<file path="src/design/thermlut_pkg.sv">
// Shared types, widths and helpers for the thermistor table interpolator.
// No dependencies; imported by every module of the block.
`timescale 1ns / 1ps

package thermlut_pkg;

	localparam int THL_ENTRIES = 16;   // default table depth
	localparam int VOLT_W      = 16;   // breakpoint and sample voltage width
	localparam int TRAW_W      = 8;    // stored temperature width (offset form)
	localparam int TEMP_W      = 10;   // signed working width of a temperature
	localparam int OUT_W       = 9;    // signed result width
	localparam int Q_W         = 8;    // quotient bits: |t1 - t0| never exceeds 255
	localparam int NUM_W       = VOLT_W + Q_W;
	localparam int CNT_W       = $clog2(Q_W);
	localparam int TEMP_OFFSET = 20;

	// One table entry as held in the memory.
	typedef struct packed {
		logic [VOLT_W-1:0] volt;
		logic [TRAW_W-1:0] traw;
	} mem_word_t;

	// Request into the serial divider.
	typedef struct packed {
		logic             go;
		logic [NUM_W-1:0] num_abs;
		logic [VOLT_W-1:0] den;
	} div_req_t;

	// Answer from the serial divider.
	typedef struct packed {
		logic           done;
		logic [Q_W-1:0] quot;
	} div_rsp_t;

	// Stored temperature to degrees Celsius, with the storage offset removed.
	function automatic logic signed [TEMP_W-1:0] ent_temp(input logic [TRAW_W-1:0] raw);
		ent_temp = $signed({2'b00, raw}) - TEMP_W'(TEMP_OFFSET);
	endfunction

endpackage

</file>
<file path="src/design/thermlut_mem.sv">
// Breakpoint table storage: one write port, one read port, registered read data.
// Depends on thermlut_pkg for the entry type.
`timescale 1ns / 1ps

module thermlut_mem
	import thermlut_pkg::*;
#(
	parameter int DEPTH = THL_ENTRIES,
	parameter int AW    = $clog2(DEPTH)
) (
	input  logic          clk,
	input  logic          we,
	input  logic [AW-1:0] waddr,
	input  mem_word_t     wdata,
	input  logic [AW-1:0] raddr,
	output mem_word_t     rdata
);

	mem_word_t mem_q [DEPTH];
	mem_word_t rdata_q;

	always_ff @(posedge clk) begin
		if (we) begin
			mem_q[waddr] <= wdata;
		end
		rdata_q <= mem_q[raddr];
	end

	assign rdata = rdata_q;

endmodule

</file>
<file path="src/design/thermlut_div.sv">
// Serial restoring divider: one quotient bit per cycle, Q_W quotient bits per division.
// Depends on thermlut_pkg for widths and request/answer types.
`timescale 1ns / 1ps

module thermlut_div
	import thermlut_pkg::*;
(
	input  logic     clk,
	input  logic     arst_n,
	input  div_req_t req,
	output div_rsp_t rsp
);

	logic             busy_q;
	logic [CNT_W-1:0] cnt_q;
	logic [NUM_W-1:0] rem_q;
	logic [NUM_W-1:0] dsr_q;
	logic [Q_W-1:0]   quot_q;

	logic             ge;
	logic [NUM_W-1:0] rem_nx;
	logic [Q_W-1:0]   quot_nx;

	// The quotient is known to fit in Q_W bits, so the divisor starts aligned
	// to the top quotient bit and moves down one place each step.
	always_comb begin
		ge      = (rem_q >= dsr_q);
		rem_nx  = ge ? (rem_q - dsr_q) : rem_q;
		quot_nx = {quot_q[Q_W-2:0], ge};
	end

	always_ff @(posedge clk or negedge arst_n) begin
		if (!arst_n) begin
			busy_q <= 1'b0;
			cnt_q  <= '0;
		end else if (req.go) begin
			busy_q <= 1'b1;
			cnt_q  <= '0;
		end else if (busy_q) begin
			cnt_q <= cnt_q + CNT_W'(1);
			if (cnt_q == CNT_W'(Q_W - 1)) begin
				busy_q <= 1'b0;
			end
		end
	end

	always_ff @(posedge clk) begin
		if (req.go) begin
			rem_q  <= req.num_abs;
			dsr_q  <= NUM_W'({req.den, {(Q_W-1){1'b0}}});
			quot_q <= '0;
		end else if (busy_q) begin
			rem_q  <= rem_nx;
			dsr_q  <= dsr_q >> 1;
			quot_q <= quot_nx;
		end
	end

	assign rsp.done = busy_q && (cnt_q == CNT_W'(Q_W - 1));
	assign rsp.quot = quot_nx;

endmodule

</file>
<file path="src/design/thermistor_lut_interpolator.sv">
// Top level of the thermistor voltage to temperature converter.
// Depends on thermlut_pkg, thermlut_mem and thermlut_div.
`timescale 1ns / 1ps
//
// Channel | Handshake           | Payload
// --------+---------------------+-----------------------------------------------
// input   | in_valid / in_stall | mode, entry_index, entry_voltage_mv,
//         |                     | entry_temp_raw, sample_mv
// output  | out_valid/out_stall | temperature_c (signed, degrees Celsius)
//
// A conversion searches the segments, reading one table entry per cycle from the
// single read port, then passes through a multiply state and the serial divide;
// a voltage outside every segment skips the arithmetic.
// Reset clears only the control state; the table holds garbage until written.
// A result waits in the output register while the next item is taken; a
// conversion that finishes while that register is still full waits for it.

module thermistor_lut_interpolator
	import thermlut_pkg::*;
#(
	parameter int TABLE_ENTRIES = THL_ENTRIES
) (
	input  logic                     clk,
	input  logic                     arst_n,
	input  logic                     in_valid,
	output logic                     in_stall,
	input  logic                     mode,
	input  logic [3:0]               entry_index,
	input  logic [VOLT_W-1:0]        entry_voltage_mv,
	input  logic [TRAW_W-1:0]        entry_temp_raw,
	input  logic [VOLT_W-1:0]        sample_mv,
	output logic                     out_valid,
	input  logic                     out_stall,
	output logic signed [OUT_W-1:0]  temperature_c
);

	localparam int IDX_W = $clog2(TABLE_ENTRIES);

	// Sequencer states.
	localparam logic [2:0] S_IDLE  = 3'd0;
	localparam logic [2:0] S_FIRST = 3'd1;
	localparam logic [2:0] S_SCAN  = 3'd2;
	localparam logic [2:0] S_MUL   = 3'd3;
	localparam logic [2:0] S_DIV   = 3'd4;
	localparam logic [2:0] S_DONE  = 3'd5;

	logic [2:0] state_q;

	// Working registers of one conversion.
	logic [IDX_W-1:0]         k_q;        // index of the lower breakpoint under test
	logic [VOLT_W-1:0]        v_q;        // voltage being converted
	logic [VOLT_W-1:0]        first_v_q;
	logic [TRAW_W-1:0]        first_t_q;
	logic [VOLT_W-1:0]        prev_v_q;
	logic [TRAW_W-1:0]        prev_t_q;
	logic signed [TEMP_W-1:0] t0_q;
	logic signed [TEMP_W-1:0] diff_q;
	logic [VOLT_W-1:0]        dv_q;
	logic [VOLT_W-1:0]        den_q;
	logic [OUT_W-1:0]         res_q;

	logic                     out_valid_q;
	logic [OUT_W-1:0]         out_data_q;

	// Memory interface.
	logic             mem_we;
	logic [IDX_W-1:0] mem_waddr;
	logic [IDX_W-1:0] mem_raddr;
	mem_word_t        mem_wdata;
	mem_word_t        mem_rdata;
	logic [IDX_W+3:0] idx_ext;
	logic [IDX_W:0]   k_plus2;

	div_req_t div_req;
	div_rsp_t div_rsp;

	logic in_xfer;
	logic out_xfer;
	logic out_load;
	logic seg_hit;
	logic last_seg;

	logic signed [TEMP_W-1:0] diff_mag;
	logic [Q_W-1:0]           mag8;
	logic signed [TEMP_W-1:0] sum;
	logic signed [TEMP_W-1:0] edge_temp;

	assign in_stall = (state_q != S_IDLE);
	assign in_xfer  = in_valid && !in_stall;
	assign out_xfer = out_valid_q && !out_stall;
	assign out_load = (state_q == S_DONE) && (!out_valid_q || !out_stall);

	// Table writes land in the cycle of the transfer; indexes past the table
	// are dropped. The sequencer never reads while a write is taking place.
	assign idx_ext   = (IDX_W + 4)'(entry_index);
	assign mem_waddr = idx_ext[IDX_W-1:0];
	assign mem_we    = in_xfer && !mode && (32'(entry_index) < 32'(TABLE_ENTRIES));
	assign mem_wdata = '{volt: entry_voltage_mv, traw: entry_temp_raw};

	// Read address: entry 0 is fetched during the accepting cycle, entry 1 in
	// the first search cycle, then one entry ahead of the comparison.
	assign k_plus2 = (IDX_W + 1)'(k_q) + (IDX_W + 1)'(2);

	always_comb begin
		case (state_q)
			S_FIRST: mem_raddr = IDX_W'(1);
			S_SCAN:  mem_raddr = k_plus2[IDX_W-1:0];
			default: mem_raddr = '0;
		endcase
	end

	thermlut_mem #(
		.DEPTH(TABLE_ENTRIES),
		.AW   (IDX_W)
	) u_mem (
		.clk  (clk),
		.we   (mem_we),
		.waddr(mem_waddr),
		.wdata(mem_wdata),
		.raddr(mem_raddr),
		.rdata(mem_rdata)
	);

	// Segment test against the entry that just came out of the memory.
	assign seg_hit  = (v_q >= prev_v_q) && (v_q < mem_rdata.volt);
	assign last_seg = (k_q == IDX_W'(TABLE_ENTRIES - 2));

	// Outside every segment: below the first breakpoint gives the first
	// temperature, anything else the last one (which is on the read port now).
	assign edge_temp = (v_q < first_v_q) ? ent_temp(first_t_q) : ent_temp(mem_rdata.traw);

	// The temperature step is at most 255 in magnitude, so the product of its
	// magnitude and the voltage offset fits NUM_W bits. The divider registers it.
	assign diff_mag = (diff_q < 0) ? -diff_q : diff_q;
	assign mag8     = diff_mag[Q_W-1:0];

	assign div_req.go      = (state_q == S_MUL);
	assign div_req.num_abs = NUM_W'(mag8) * NUM_W'(dv_q);
	assign div_req.den     = den_q;

	thermlut_div u_div (
		.clk   (clk),
		.arst_n(arst_n),
		.req   (div_req),
		.rsp   (div_rsp)
	);

	// The quotient truncates toward zero because the sign is applied after an
	// unsigned divide of the magnitude.
	assign sum = (diff_q < 0) ? (t0_q - $signed(TEMP_W'(div_rsp.quot)))
	                          : (t0_q + $signed(TEMP_W'(div_rsp.quot)));

	always_ff @(posedge clk or negedge arst_n) begin
		if (!arst_n) begin
			state_q <= S_IDLE;
		end else begin
			case (state_q)
				S_IDLE: begin
					if (in_xfer && mode) begin
						state_q <= S_FIRST;
					end
				end
				S_FIRST: begin
					state_q <= S_SCAN;
				end
				S_SCAN: begin
					if (seg_hit) begin
						state_q <= S_MUL;
					end else if (last_seg) begin
						state_q <= S_DONE;
					end
				end
				S_MUL: begin
					state_q <= S_DIV;
				end
				S_DIV: begin
					if (div_rsp.done) begin
						state_q <= S_DONE;
					end
				end
				S_DONE: begin
					if (out_load) begin
						state_q <= S_IDLE;
					end
				end
				default: begin
					state_q <= S_IDLE;
				end
			endcase
		end
	end

	always_ff @(posedge clk) begin
		case (state_q)
			S_IDLE: begin
				v_q <= sample_mv;
				k_q <= '0;
			end
			S_FIRST: begin
				first_v_q <= mem_rdata.volt;
				first_t_q <= mem_rdata.traw;
				prev_v_q  <= mem_rdata.volt;
				prev_t_q  <= mem_rdata.traw;
			end
			S_SCAN: begin
				if (seg_hit) begin
					t0_q   <= ent_temp(prev_t_q);
					diff_q <= ent_temp(mem_rdata.traw) - ent_temp(prev_t_q);
					dv_q   <= v_q - prev_v_q;
					den_q  <= mem_rdata.volt - prev_v_q;
				end else if (last_seg) begin
					res_q <= edge_temp[OUT_W-1:0];
				end else begin
					prev_v_q <= mem_rdata.volt;
					prev_t_q <= mem_rdata.traw;
					k_q      <= k_q + IDX_W'(1);
				end
			end
			S_DIV: begin
				if (div_rsp.done) begin
					res_q <= sum[OUT_W-1:0];
				end
			end
			default: begin
			end
		endcase
	end

	// Output register.
	always_ff @(posedge clk or negedge arst_n) begin
		if (!arst_n) begin
			out_valid_q <= 1'b0;
		end else if (out_load) begin
			out_valid_q <= 1'b1;
		end else if (out_xfer) begin
			out_valid_q <= 1'b0;
		end
	end

	always_ff @(posedge clk) begin
		if (out_load) begin
			out_data_q <= res_q;
		end
	end

	assign out_valid     = out_valid_q;
	assign temperature_c = $signed(out_data_q);

`ifndef SYNTHESIS
	a_div_only_in_div: assert property (@(posedge clk) disable iff (!arst_n)
		div_rsp.done |-> (state_q == S_DIV))
		else $error("divider finished outside the divide state");

	a_convert_starts: assert property (@(posedge clk) disable iff (!arst_n)
		(in_xfer && mode) |=> (state_q == S_FIRST))
		else $error("convert transfer did not start the search");

	a_write_stays_idle: assert property (@(posedge clk) disable iff (!arst_n)
		(in_xfer && !mode) |=> (state_q == S_IDLE) && !$past(out_load))
		else $error("table write left the idle state");

	a_result_waits: assert property (@(posedge clk) disable iff (!arst_n)
		((state_q == S_DONE) && out_valid_q && out_stall) |=> (state_q == S_DONE))
		else $error("result dropped while output register was full");

	a_mul_to_div: assert property (@(posedge clk) disable iff (!arst_n)
		(state_q == S_MUL) |=> (state_q == S_DIV) && !div_rsp.done)
		else $error("divider did not start after the multiply");
`endif

endmodule
</file>
<file path="config.mk">
export PLATFORM = sky130hd
export DESIGN_NAME = thermistor_lut_interpolator
export DESIGN_NICKNAME = d
export VERILOG_FILES = /design/src/design/thermlut_pkg.sv /design/src/design/thermlut_mem.sv /design/src/design/thermlut_div.sv /design/src/design/thermistor_lut_interpolator.sv
export SDC_FILE = /design/constraint.sdc
export NUM_CORES = 1
export LEC_CHECK = 0
export ABC_AREA = 1
export BUFFER_PORTS_ARGS = -buffer_cell sky130_fd_sc_hd__buf_2
export CAP_MARGIN = 20
export CORE_UTILIZATION = 26
export CTS_CLUSTER_DIAMETER = 60
export DETAILED_ROUTE_END_ITERATION = 7
export GPL_TIMING_DRIVEN = 0
export PLACE_DENSITY = 0.49
export SLEW_MARGIN = 20
export SYNTH_ARGS = -nofsm -noshare
export SYNTH_HDL_FRONTEND = slang
export SYNTH_SLANG_ARGS = --single-unit
</file>
<file path="constraint.sdc">
create_clock -name clk -period 13.5 [get_ports clk]
set_input_delay 0 -clock clk [delete_from_list [all_inputs] [get_ports clk]]
set_output_delay 0 -clock clk [all_outputs]
set_load 0.01 [all_outputs]
</file>
Word level (Yosys, flattened, before mapping)
Memories as Yosys holds them, arrays and structs flattened. A register that Yosys moved wholly into a read port is not among the register bits.
Index checks and enable logic that the tools add are counted.
Word-level totals
  bits in registers: 199
  memory bits (writable): 384
  input bits: 49
  output and inout port bits: 11
  word-level logic and storage cells: 117
  memories kept: 1
Cells by class
  $add $sub $neg: 13
  $mul: 1
  $lt $le $gt $ge: 5
  equality and inequality tests: 14
  mux-type cells: 37
  reductions and logical operators: 26
Memories
  u_mem.mem_q: words 16, width 24, rd ports 1, clocked after memory_dff 1, wr ports 1, RTL line thermlut_mem.sv:19  | mem_word_t mem_q [DEPTH];
Operator list (count)
  $mux W24: 3
  $mux W23: 2
  $mux W9: 5
  $lt A16 B16 Y1: 2
  $mux W16: 2
  $pmux W16 S2: 1
  $sub A16 B16 Y16: 2
  $sub A8 B5 Y9 const B: 3
  $ge A24 B23 Y1: 1
  $mul A8 B16 Y24: 1
  $mux W8: 3
  $sub A24 B23 Y24: 1
  $mux W3: 7
  $pmux W3 S6: 1
  $pmux W9 S2: 1
  $ge A16 B16 Y1: 1
  $pmux W4 S2: 2
  $pmux W8 S2: 1
  $ne A2 B2 Y1 const B: 6
  $reduce_bool A2 Y1: 6
  $lt A10 B1 Y1 const B: 1
  $sub A9 B9 Y10: 1
  $add A9 B9 Y9: 1
  $eq A3 B3 Y1 const B: 3
  19 further kinds: 39

Depth between registers and ports, before layout
  word-level depth: 6
  depth in mapped cells: 33
  gate-level depth less buffers: 30

Modules after synthesis
Synthesis repeated with hierarchy kept, for this count alone.
Unflattened totals
  cell total of the unflattened synthesis: 3581
  area, all modules: 33394.5 um2
By module, submodules not included
  thermlut_mem: times used 1, cells each 1597, area an instance 16951.3 um2, seq. area each 12011.5 um2
  thermistor_lut_interpolator: times used 1, cells each 1387, area an instance 12338.1 um2, seq. area each 4184.0 um2
  thermlut_div: times used 1, cells each 597, area an instance 4105.2 um2, seq. area each 1581.5 um2

Worst setup path before layout
Ideal clock, no wire load.
  path type: reg2reg
  start point: register diff_q[0]
  end point: register u_div.rem_q[17], data pin
  setup time: 0.253 ns
  arrival time: 5.234 ns
  data required time: 13.247 ns
  slack: 8.012 ns
  stages on the path, launching flop included: 30
  buffers on the path: 3
  clock period less this slack: 5.488 ns
  cell sequence: edfxtp_1 buf_2 clkbuf_1 inv_1 ha_1 inv_1 nor2_1 inv_1 o21ai_0 or2_2 nand2_1 inv_1 clkbuf_1 nor2_1 fa_1 fa_1 fa_1 inv_1 fa_1 inv_1 ha_1 a21oi_1 a21boi_0 inv_1 nand2_1 nand2_1 nand3_1 nand3b_1 nand3_1 nand2_1
Between the ends
  word-level cells in the longest chain between the ends: 4
  elaborated cells between the ends (all ways): 5
  those cells by class: add/sub (1); mul (1); order compare (1); mux (2)
Ends and longest elaborated chain
  start: declaration: RTL line thermistor_lut_interpolator.sv:57  | logic signed [TEMP_W-1:0] diff_q;
  start signal: assignment: RTL line thermistor_lut_interpolator.sv:208  | diff_q <= ent_temp(mem_rdata.traw) - ent_temp(prev_t_q);
  $neg A8 Y8 / $lt A10 B1 Y1 (equally long branches): RTL line thermistor_lut_interpolator.sv:134  | assign diff_mag = (diff_q < 0) ? -diff_q : diff_q;
  $mux W8 *: RTL line thermistor_lut_interpolator.sv:134
  $mul A8 B16 Y24 *: RTL line thermistor_lut_interpolator.sv:138  | assign div_req.num_abs = NUM_W'(mag8) * NUM_W'(dv_q);
  $mux W24 *: RTL line thermlut_div.sv:48  | if (req.go) begin
  end signal: assignment: RTL line thermlut_div.sv:49  | rem_q <= req.num_abs;
  end signal: assignment: RTL line thermlut_div.sv:53  | rem_q <= rem_nx;
  end: declaration: RTL line thermlut_div.sv:16  | logic [NUM_W-1:0] rem_q;
Mark *: on every way between the ends. The rest lies on a longest branch, timed or not.
A chain may end at the register's enable or synchronous reset.

Final worst setup path
  start point: register diff_q[0]
  end point: register u_div.rem_q[23], data pin
Same word-level chain as after synthesis.

==> impl.org <==
** Outcome
- The flow ran to the end, and the final reports show no timing, DRC or antenna violations.

** Route
- Once detail routing completed, the nets flagged for antenna violations numbered 0.
- In the final routed layout, each cell accounts on average for 18.3 microns.
- Number of DRC violations after detailed routing :: 0
- Wires add up to 91500 microns.
- Across all layers, the routed design uses ~23000 vias.
- The pre-antenna-repair detailed-routing pass consisted of 5 iterations.
- Via density :: approximately 4.6
- Iter 0 DRT Violations :: roughly 1800

** Timing
- After routing, the total negative slack on setup checks comes to 0 ps.
- On the final layout, the worst clock skew is about 48 ps.
- Setup violations remaining at the end of the flow were counted as 0.
- The number of endpoints with negative hold slack in the final report was 0.
- Headroom to the max-slew limit came out at 0.340.
- The total count of max-transition violations in the final report came to 0.
- Final period demand of the worst path :: between 7000 and 8000 ps
- Derived from the worst setup path, the maximum achievable clock frequency is between 0.1 and 0.15 GHz.
- Unrepaired setup endpoints after global routing :: false
- Period utilization :: 0.519
- At the pin with the least slew margin, the transition time is just under 1000 ps.

** Layout
- Number of nets in the layout :: between 3000 and 4000
- Layout cell share with drive strength beyond 1 :: 0.0872
- Fill cell total of the finished layout :: between 10000 and 15000
- Relative to the synthesized area, the layout overhead comes to 18.6%.

** Die
- The floorplan step defined a die boundary enclosing ~130000 sq um.
- Initial standard-cell utilization of the core :: 0.263
- The region available for standard cell placement spans 122000 sq um.
- The die is 354 microns tall.
- Pin placement for this block handled 60 I/O pins.
- Row count :: roughly 130
- In this run the horizontal extent of the chip is between 300 and 400 microns.

** GRT
- Pin count of the biggest net entering global routing :: 34
- Antenna violations before repair :: 1
- Aggregate global routing overflow :: 0
- The first global-routing pass estimated between 100000 and 150000 microns of wire.
- Across every metal layer, demand over resource in global routing totals 0.145.
- Number of global-route vias before repair :: between 20000 and 25000

** Synthesis
- Distinct cell type count after synthesis :: between 40 and 50
- For this run, the register share of the synthesized area comes to 0.552.
- Synthesized area per cell :: a little over 10 sq um
- Net count after synthesis :: approximately 3400
- Most used DFF post-synth :: sky130_fd_sc_hd__edfxtp_1
- Of the post-synthesis cell area, the dominant cell type holds 0.523.
- For this run, the number of Yosys warnings is 0.
- In this run, synthesis produced a sequential element count of approximately 610.
- Share of flip-flops with an asynchronous set or reset :: 0.0132
- After synthesis the cells add up to roughly 32000 sq um.
- Yosys attributes the largest share of cell area to sky130_fd_sc_hd__edfxtp_1, sky130_fd_sc_hd__nand2_1, sky130_fd_sc_hd__ha_1.
- sky130_fd_sc_hd__edfxtp_1 takes more of the synthesized area than any other cell.
- Post-Synthesis Cells :: 3125
- Number of enable flip-flop cells after synthesis :: between 500 and 600

** Flow run
- Number of maximum-capacitance violations :: 0

** Clock tree
- Maximum count of clock buffers along a single path :: 3
- TritonCTS Sinks :: between 600 and 700
- Clock insertion delay at the later pin of the skew report :: ~640 ps
- In this run, post-CTS repair resized a total of 0 instances.
- Root buffer selected by CTS :: sky130_fd_sc_hd__clkbuf_16
- CTS clk-pin slew, worst paths :: ~60 ps
- Clock tree from TritonCTS :: done
- Counting the buffers created by CTS gives 74.
- Number of levels the H-tree was split into :: 3

** Placement
- # port buffers :: 59
- The wire-length estimate of the detail-placed layout is ~68000 microns.
- Placer Congestion :: roughly 0.84

** Setup path
- Critical path's top delay family :: adder cells
- STA classifies the critical path startpoint as a register.
- WP buf/inv :: 8
- Critical-path cell with the highest stage delay :: sky130_fd_sc_hd__fa_1
- Internal reg-to-reg setup slack :: approximately 6500 ps
- At the worst endpoint, the required time is 13860 ps.
- The worst setup path is of the reg -> reg kind.
- In this design, the stage delay of the slowest critical-path cell is ~550 ps.
- Along the worst path, the maximum fanout reaches 10.
- Crit path capture type :: register
- By instance count, the cell type seen most on the critical path is sky130_fd_sc_hd__nand2_1.
- Data arrival, critical path :: roughly 7400 ps

** Min path
- The min-delay analysis places its worst path in the category in -> reg.
[registers in the layout (all words and copies together) (netlist names)]
name,cells
u_div.dsr_q,23
u_mem.rdata,24
k_q,4
out_valid,1
t0_q,9
u_mem.mem_q,384
u_div.busy_q,1
temperature_c,9
prev_v_q,16
dv_q,16
first_v_q,16
v_q,16
res_q,9
diff_q,9
den_q,16
prev_t_q,8
u_div.cnt_q,3
first_t_q,8
u_div.quot_q,7
u_div.rem_q,24
state_q,3
[final cells by class]
cell class                 instances  area (sq um)  area share
sequential                       606         17800       0.466
multi-input combinational       1911         12200       0.319
tap                             1625          2030      0.0533
clock buffer                      88          2010      0.0526
inverter                         497          1870      0.0489
timing repair buffer             123          1220      0.0321
clock inverter                    47           572      0.0150
buffer                           111           512      0.0134
antenna                            4          10.0    0.000262
[worst reg2reg max path: stages (launching register included)]
cell                       delay (ps)
sky130_fd_sc_hd__edfxtp_1         310
sky130_fd_sc_hd__buf_2            230
sky130_fd_sc_hd__clkbuf_1         520
sky130_fd_sc_hd__inv_1            150
sky130_fd_sc_hd__ha_1             220
sky130_fd_sc_hd__inv_1             70
sky130_fd_sc_hd__nor2_1            50
sky130_fd_sc_hd__nand3_1          100
sky130_fd_sc_hd__nand2_1           60
sky130_fd_sc_hd__nand2_1           70
sky130_fd_sc_hd__nand2_1          270
sky130_fd_sc_hd__inv_1            260
sky130_fd_sc_hd__clkbuf_1         520
sky130_fd_sc_hd__nor2_1           140
sky130_fd_sc_hd__fa_1             530
sky130_fd_sc_hd__fa_1             540
sky130_fd_sc_hd__fa_1             550
sky130_fd_sc_hd__inv_1             60
sky130_fd_sc_hd__fa_1             540
sky130_fd_sc_hd__inv_1             50
sky130_fd_sc_hd__ha_1             380
sky130_fd_sc_hd__nand2_1          140
sky130_fd_sc_hd__nor4_1           470
sky130_fd_sc_hd__nand3_1          200
sky130_fd_sc_hd__nand3_1          130
sky130_fd_sc_hd__nand2_1           50
sky130_fd_sc_hd__nand3_1          100
sky130_fd_sc_hd__nand2_1           60
[synth_stat cells, types with 43 or more instances]
library cell	n
sky130_fd_sc_hd__a21oi_1	124
sky130_fd_sc_hd__nor3_1	115
sky130_fd_sc_hd__fa_1	89
sky130_fd_sc_hd__buf_2	49
sky130_fd_sc_hd__nand3_1	131
sky130_fd_sc_hd__nor2_1	207
sky130_fd_sc_hd__inv_1	491
sky130_fd_sc_hd__clkbuf_1	50
sky130_fd_sc_hd__edfxtp_1	560
sky130_fd_sc_hd__o21ai_1	61
sky130_fd_sc_hd__o21ai_0	180
sky130_fd_sc_hd__xor2_1	43
sky130_fd_sc_hd__ha_1	155
sky130_fd_sc_hd__nand2_1	531
sky130_fd_sc_hd__o211ai_1	138
[per-stage QoR]
stage | cells | utilization | cell area, sq um | setup slack, ps | hold WS [ps]
floorplan | 3125 | - | 32200 | 8010 | -296
global placement | 4809 | 0.282 | 34500 | 6470 | -123
detailed placement | 4828 | 0.287 | 35100 | 6490 | -122
CTS | 5008 | 0.312 | 38200 | 6460 | 78.1
global route | 5009 | 0.312 | 38200 | 5920 | 89.4
finish | 5012 | 0.312 | 38200 | 6490 | 109
[cell families after synthesis]
kind of cell / after synthesis / synth area share
adder cells (fa/ha/maj): 244 / 0.116
XOR/XNOR: 64 / 0.0174
multiplexers: 1 / 0.000350
flip-flops: 606 / 0.552
buffers and inverters: 608 / 0.0739
AND/OR/NAND/NOR: 1025 / 0.134
AO/OA/AOI/OAI: 577 / 0.106
[final timing paths]
check / cells past startpoint / end / startpoint
max in group asynchronous: 3 / state_q[1] / arst_n
hold / removal: 3 / u_mem.mem_q[1][21] / entry_index[0]
min in group asynchronous: 3 / u_div.cnt_q[2] / arst_n
setup / recovery: 27 / u_div.rem_q[23] / diff_q[0]
hold reg to reg: 0 / temperature_c[5] / res_q[5]
setup reg to reg: 27 / u_div.rem_q[23] / diff_q[0]
[layer usage]
| metal | GRT usage | up-vias | share of wire |
|---|---|---|---|
| li1 | - | 11132 | - |
| met1 | 0.194 | 11256 | 0.45 |
| met2 | 0.240 | 609 | 0.47 |
| met3 | 0.0266 | 141 | 0.059 |
| met4 | 0.0368 | 0 | 0.022 |
| met5 | 0 | - | 0 |
[timing repair]
action | CTS | global route
buffers inserted | 0 | 0
setup endpoints to repair | 0 | 0
hold buffers | 45 | 0
endpoints found under the hold margin | 411 | 0
[placed cells by master, fill, tap and decap left out, types with 57 or more instances in the layout]
master / instances
sky130_fd_sc_hd__edfxtp_1: 560
sky130_fd_sc_hd__nand2_1: 529
sky130_fd_sc_hd__inv_1: 491
sky130_fd_sc_hd__nor2_1: 189
sky130_fd_sc_hd__o21ai_0: 180
sky130_fd_sc_hd__ha_1: 155
sky130_fd_sc_hd__o211ai_1: 138
sky130_fd_sc_hd__nand3_1: 131
sky130_fd_sc_hd__a21oi_1: 123
sky130_fd_sc_hd__nor3_1: 114
sky130_fd_sc_hd__buf_2: 108
sky130_fd_sc_hd__fa_1: 89
sky130_fd_sc_hd__clkbuf_16: 77
sky130_fd_sc_hd__o21ai_1: 61
sky130_fd_sc_hd__clkbuf_1: 57
Power is left out: the tool's default activity adds up to more than one toggle a clock period on the data nets, which glitch-free logic cannot reach.
